**src/sv/amaa_pkg.sv**
```systemverilog
// Shared constants and the arctangent table for the attitude angle pipeline.
package amaa_pkg;

    localparam int SAMPLE_BITS  = 16;
    localparam int OP_W         = SAMPLE_BITS + 2;      // CORDIC operand width
    localparam int MAG_W        = SAMPLE_BITS + 1;      // operand magnitude width
    localparam int NORM_BIT     = 40;
    localparam int SHIFT_W      = 6;
    localparam int XY_W         = NORM_BIT + 5;         // normalized x/y with growth
    localparam int Z_W          = 30;
    localparam int ANG_FRAC     = 12;
    localparam int CORDIC_STEPS = 24;
    localparam int SQ_STEPS     = SAMPLE_BITS;
    localparam int SQ_W         = 2 * SAMPLE_BITS;
    localparam int SQ_LAT       = SQ_STEPS + 1;
    localparam int COR_LAT      = CORDIC_STEPS + 3;
    localparam int ANG_W        = 16;

    localparam logic signed [Z_W-1:0]   ANG_180   = Z_W'(18000 * 4096);
    localparam logic signed [ANG_W-1:0] DEG_180   = 16'sd18000;
    localparam logic signed [ANG_W-1:0] DEG_90    = 16'sd9000;
    localparam logic signed [ANG_W:0]   DEG_360   = 17'sd36000;

    typedef struct packed {
        logic signed [SAMPLE_BITS-1:0] ax;
        logic signed [SAMPLE_BITS-1:0] ay;
        logic signed [SAMPLE_BITS-1:0] az;
        logic signed [SAMPLE_BITS-1:0] mx;
        logic signed [SAMPLE_BITS-1:0] my;
    } sample_t;

    typedef struct packed {
        logic my_zero;
        logic mx_neg;
    } head_flag_t;

    function automatic logic signed [Z_W-1:0] atan_tab(input int i);
        logic signed [Z_W-1:0] v;
        begin
            case (i)
                0:  v = 30'sd18432000;
                1:  v = 30'sd10881045;
                2:  v = 30'sd5749245;
                3:  v = 30'sd2918407;
                4:  v = 30'sd1464867;
                5:  v = 30'sd733147;
                6:  v = 30'sd366663;
                7:  v = 30'sd183343;
                8:  v = 30'sd91673;
                9:  v = 30'sd45837;
                10: v = 30'sd22918;
                11: v = 30'sd11459;
                12: v = 30'sd5730;
                13: v = 30'sd2865;
                14: v = 30'sd1432;
                15: v = 30'sd716;
                16: v = 30'sd358;
                17: v = 30'sd179;
                18: v = 30'sd90;
                19: v = 30'sd45;
                20: v = 30'sd22;
                21: v = 30'sd11;
                22: v = 30'sd6;
                23: v = 30'sd3;
                default: v = '0;
            endcase
            return v;
        end
    endfunction

endpackage

```
**src/sv/amaa_isqrt.sv**
```systemverilog
// Pipelined integer square root of ay^2 + az^2, one result bit per stage.
module amaa_isqrt
    import amaa_pkg::*;
(
    input  logic                          clk,
    input  logic                          en,
    input  logic signed [SAMPLE_BITS-1:0] ay,
    input  logic signed [SAMPLE_BITS-1:0] az,
    output logic [SAMPLE_BITS-1:0]        root
);

    logic [SQ_W-1:0] op_reg  [0:SQ_STEPS];
    logic [SQ_W-1:0] res_reg [0:SQ_STEPS];
    logic signed [SQ_W-1:0] sq_y;
    logic signed [SQ_W-1:0] sq_z;

    assign sq_y = SQ_W'(ay) * SQ_W'(ay);
    assign sq_z = SQ_W'(az) * SQ_W'(az);

    always_ff @(posedge clk)
    begin
        if (en)
        begin
            op_reg[0]  <= SQ_W'(sq_y) + SQ_W'(sq_z);
            res_reg[0] <= '0;
        end
    end

    for (genvar k = 0; k < SQ_STEPS; k++)
    begin : g_step
        localparam logic [SQ_W-1:0] ONE = SQ_W'(1) << (SQ_W - 2 - 2 * k);
        logic [SQ_W-1:0] trial;
        logic [SQ_W-1:0] op_next;
        logic [SQ_W-1:0] res_next;

        always_comb
        begin
            trial = res_reg[k] + ONE;
            if (op_reg[k] >= trial)
            begin
                op_next  = op_reg[k] - trial;
                res_next = (res_reg[k] >> 1) + ONE;
            end
            else
            begin
                op_next  = op_reg[k];
                res_next = res_reg[k] >> 1;
            end
        end

        always_ff @(posedge clk)
        begin
            if (en)
            begin
                op_reg[k+1]  <= op_next;
                res_reg[k+1] <= res_next;
            end
        end
    end

    assign root = res_reg[SQ_STEPS][SAMPLE_BITS-1:0];

endmodule

```
**config.mk**
```make
export PLATFORM = sky130hd
export DESIGN_NAME = amaa_isqrt
export DESIGN_NICKNAME = d
export VERILOG_FILES = /design/src/sv/amaa_pkg.sv /design/src/sv/amaa_isqrt.sv
export SDC_FILE = /design/constraint.sdc
export NUM_CORES = 2
export LEC_CHECK = 0
export BUFFER_PORTS_ARGS = -buffer_cell sky130_fd_sc_hd__clkbuf_2
export CAP_MARGIN = 10
export CORE_UTILIZATION = 59
export CTS_CLUSTER_DIAMETER = 120
export DETAILED_ROUTE_END_ITERATION = 10
export PLACE_DENSITY = 0.85
export SETUP_SLACK_MARGIN = 0.5
export SYNTH_ARGS = -nofsm -noshare
export SYNTH_HDL_FRONTEND = slang
export SYNTH_SLANG_ARGS = --single-unit
```
**constraint.sdc**
```tcl
create_clock -name clk -period 9 [get_ports clk]
set_input_delay 1.35 -clock clk [delete_from_list [all_inputs] [get_ports clk]]
set_output_delay 1.35 -clock clk [all_outputs]
set_load 0.01 [all_outputs]
```
==> run metrics <==
Clock Pin Slew Worst Setup and Hold Paths=0.06 ns; Arrival @ worst endpoint=~8.4 ns; # H-tree levels=3; RSZ-0062 raised after global routing=false; number of global-route vias before repair=31020; worst hold-check path type=reg2reg; post-route fraction of the period consumed by the critical path=89.66%; DR iter-0 viols=roughly 2200; upper clock frequency limit=between 100 and 150 MHz; #FFs+latches synth=between 600 and 700; Post-Syn Instances=4013; result of the run=finished clean; endpoint type of the worst setup path=register; final critical-path required period=8.070 ns; die boundary height=roughly 280 um; # hold bufs at CTS=0; Syn Nets=4863; syn_area_per_cell=11.71 um^2; sequential-to-total area share from yosys stat=41.39%; area inside the core boundary=78870 um^2; pins over their slew limit=0; final standard cell utilization of the core=64.58%; Chip Width=284.3 um; Required @ worst endpoint=roughly 9.3 ns; Clock Path Buffers=3; number of antenna violations at the first check in global routing=1; count of max-cap constraint violations=0; drt via density=roughly 5.6; summed area of non-filler cells in the final layout=around 51000 um^2; Post-synth ARST share=0%; Hold Violations, Final=0; top-level I/O count=50; Worst Clk Skew=around 0.037 ns; number of DRC violations after detailed routing=0; count of different cell masters after synthesis=about 70; Layout Nets=4951; clock latency on the worst-skew pair=0.62 ns; relative max-transition margin=approximately 28%; count of instances resized after the clock tree is built=0; number of buffers created by CTS=68; setup violators final=0; routed wire length=approximately 97000 um; per-cell routed wire length=between 15 and 20 um; area share of the largest cell type after synthesis=41.39%; global placement routability congestion=0.9878; ratio of cells with drive above 1 in the final layout=between 5 and 6%; num rows=103; most frequently used flop master after synthesis=sky130_fd_sc_hd__edfxtp_1; CP startpoint kind=primary input; Sink Count=648; Final ANT Viol Nets=0; wire length of the first global-routing pass=155900 um; cell accounting for the most synthesized area=sky130_fd_sc_hd__edfxtp_1; Root Buffer=sky130_fd_sc_hd__clkbuf_16; leading post-synthesis cells by cell area=sky130_fd_sc_hd__edfxtp_1 (41%), sky130_fd_sc_hd__fa_1 (22%), sky130_fd_sc_hd__ha_1 (7.9%); effective utilization at floorplan=59.60%; worst setup path category=in2reg; transition time at the pin with the least slew margin=around 1.1 ns; number of vias after detailed routing=29050; cell area after placement=around 50000 um^2; Initial DRT Pass Iterations=5; number of port buffers=49; number of enable flip-flop cells after synthesis=648; Max FO, Critical Path=17; area added between synthesis and finish=8.355%; pin count of the biggest net entering global routing=166; sum of negative setup slack=0 ns; post-synthesis instance area=around 47000 um^2; global-route usage over all layers=24.34%; Overflow after GRT=0; Total Die Area=a little over 80000 um^2; number of buffers added for setup after CTS=0; number of flip-flops under the largest register name=512; count of warnings emitted by yosys=0; Detail Placement HPWL=77120 um; clock tree from TritonCTS=done
## through the flow
step / std cells / worst slack (ns) / hold WS [ns]
finish: 5205 / 0.9303 / 0.4284
global placement: 5080 / 0.4471 / 0.4281
detailed placement: 5080 / 0.3347 / 0.4250
global route: 5205 / 0.7023 / 0.4494
CTS: 5203 / 0.9843 / 0.4195
floorplan: 4013 / 0.5222 / 0.4166
## final cells by class
cell class | instances | area, um^2
fill | 5514 | 27930
clock buffer | 74 | 1724
tap | 1050 | 1314
clock inverter | 49 | 553.0
multi-input combinational | 2484 | 24270
sequential | 648 | 19460
inverter | 811 | 3044
antenna | 1 | 2.502
timing repair buffer | 88 | 573.1
## cell usage after synthesis, drive strengths merged, types with 63 or more instances
cell type	number
clkbuf	63
ha	295
nand2	272
a21oi	123
nor3	67
and2	111
xor2	103
inv	810
o21ai	133
nor2	159
xnor2	152
fa	521
edfxtp	648
## cells by family after synthesis
kind of cell	after synthesis	synth area share, %
AOI/OAI and AO/OA	454	6.044
xor gates and xnor gates	255	4.751
adders and majority gates	816	30.04
buffers and inverters	881	7.040
DFF	648	41.39
muxes	27	0.6308
other	1	0.007977
and+or+nand+nor	931	10.10
## cells in the final DEF (no fill, tap or decap), types with 7 or more instances in the layout
cell type	n
sky130_fd_sc_hd__o21bai_1	11
sky130_fd_sc_hd__buf_4	37
sky130_fd_sc_hd__o31ai_1	11
sky130_fd_sc_hd__clkinv_1	20
sky130_fd_sc_hd__clkbuf_2	48
sky130_fd_sc_hd__nand4_1	40
sky130_fd_sc_hd__xnor2_1	152
sky130_fd_sc_hd__nor2b_1	38
sky130_fd_sc_hd__or2_2	10
sky130_fd_sc_hd__or4_1	8
sky130_fd_sc_hd__clkbuf_16	68
sky130_fd_sc_hd__a31oi_1	14
sky130_fd_sc_hd__nand2_1	272
sky130_fd_sc_hd__edfxtp_1	648
sky130_fd_sc_hd__nor4_1	61
sky130_fd_sc_hd__o211ai_1	9
sky130_fd_sc_hd__inv_1	810
sky130_fd_sc_hd__bufinv_16	8
sky130_fd_sc_hd__o21ai_0	131
sky130_fd_sc_hd__nor3_1	66
sky130_fd_sc_hd__a21o_1	54
sky130_fd_sc_hd__and3_1	12
sky130_fd_sc_hd__nand3_1	32
sky130_fd_sc_hd__o21a_1	35
sky130_fd_sc_hd__xor2_1	103
sky130_fd_sc_hd__a21oi_1	123
sky130_fd_sc_hd__nand3b_1	8
sky130_fd_sc_hd__or3_1	27
sky130_fd_sc_hd__fa_1	520
sky130_fd_sc_hd__nor4b_1	17
sky130_fd_sc_hd__nor2_1	158
sky130_fd_sc_hd__ha_1	295
sky130_fd_sc_hd__and2_1	110
sky130_fd_sc_hd__clkinv_2	11
sky130_fd_sc_hd__nand4b_1	7
sky130_fd_sc_hd__nand2b_1	43
sky130_fd_sc_hd__mux2_2	21
sky130_fd_sc_hd__a211oi_1	14
## metal layers
layer	up-vias	share of wire [%]	routed length, um	global-route usage (%)
li1	13460	-	-	-
met1	14410	37	35670	27.16
met2	954	54	51870	45.70
met3	235	5.2	4979	3.596
met4	0	4.3	4142	10.66
met5	-	0	0	0
## path summary, 6_finish.rpt
check	startpoint	endpoint	slack, ns	cells past startpoint
worst max-delay path	ay[8]	op_reg[0][31]	0.93	23
worst min-delay path	res_reg[0][303]	res_reg[0][334]	0.43	0
worst max register to register	res_reg[0][422]	op_reg[0][475]	4.88	10
worst min register to register	res_reg[0][303]	res_reg[0][334]	0.43	0
## critical path: stages
cell and delay (ns):
sky130_fd_sc_hd__clkbuf_2 0.25, sky130_fd_sc_hd__and2_1 0.29, sky130_fd_sc_hd__fa_1 0.54, sky130_fd_sc_hd__fa_1 0.55, sky130_fd_sc_hd__inv_1 0.07, sky130_fd_sc_hd__fa_1 0.51
sky130_fd_sc_hd__fa_1 0.52, sky130_fd_sc_hd__inv_1 0.06, sky130_fd_sc_hd__fa_1 0.58, sky130_fd_sc_hd__fa_1 0.47, sky130_fd_sc_hd__fa_1 0.52, sky130_fd_sc_hd__inv_1 0.05
sky130_fd_sc_hd__fa_1 0.47, sky130_fd_sc_hd__inv_1 0.05, sky130_fd_sc_hd__ha_1 0.34, sky130_fd_sc_hd__nand4_1 0.16, sky130_fd_sc_hd__or2_2 0.30, sky130_fd_sc_hd__or4b_2 0.66
sky130_fd_sc_hd__o211ai_1 0.15, sky130_fd_sc_hd__o21bai_1 0.14, sky130_fd_sc_hd__nand2b_1 0.12, sky130_fd_sc_hd__a31oi_1 0.11, sky130_fd_sc_hd__xnor2_1 0.13
Power is left out: the tool's default activity adds up to more than one toggle a clock period on the data nets, which glitch-free logic cannot reach.
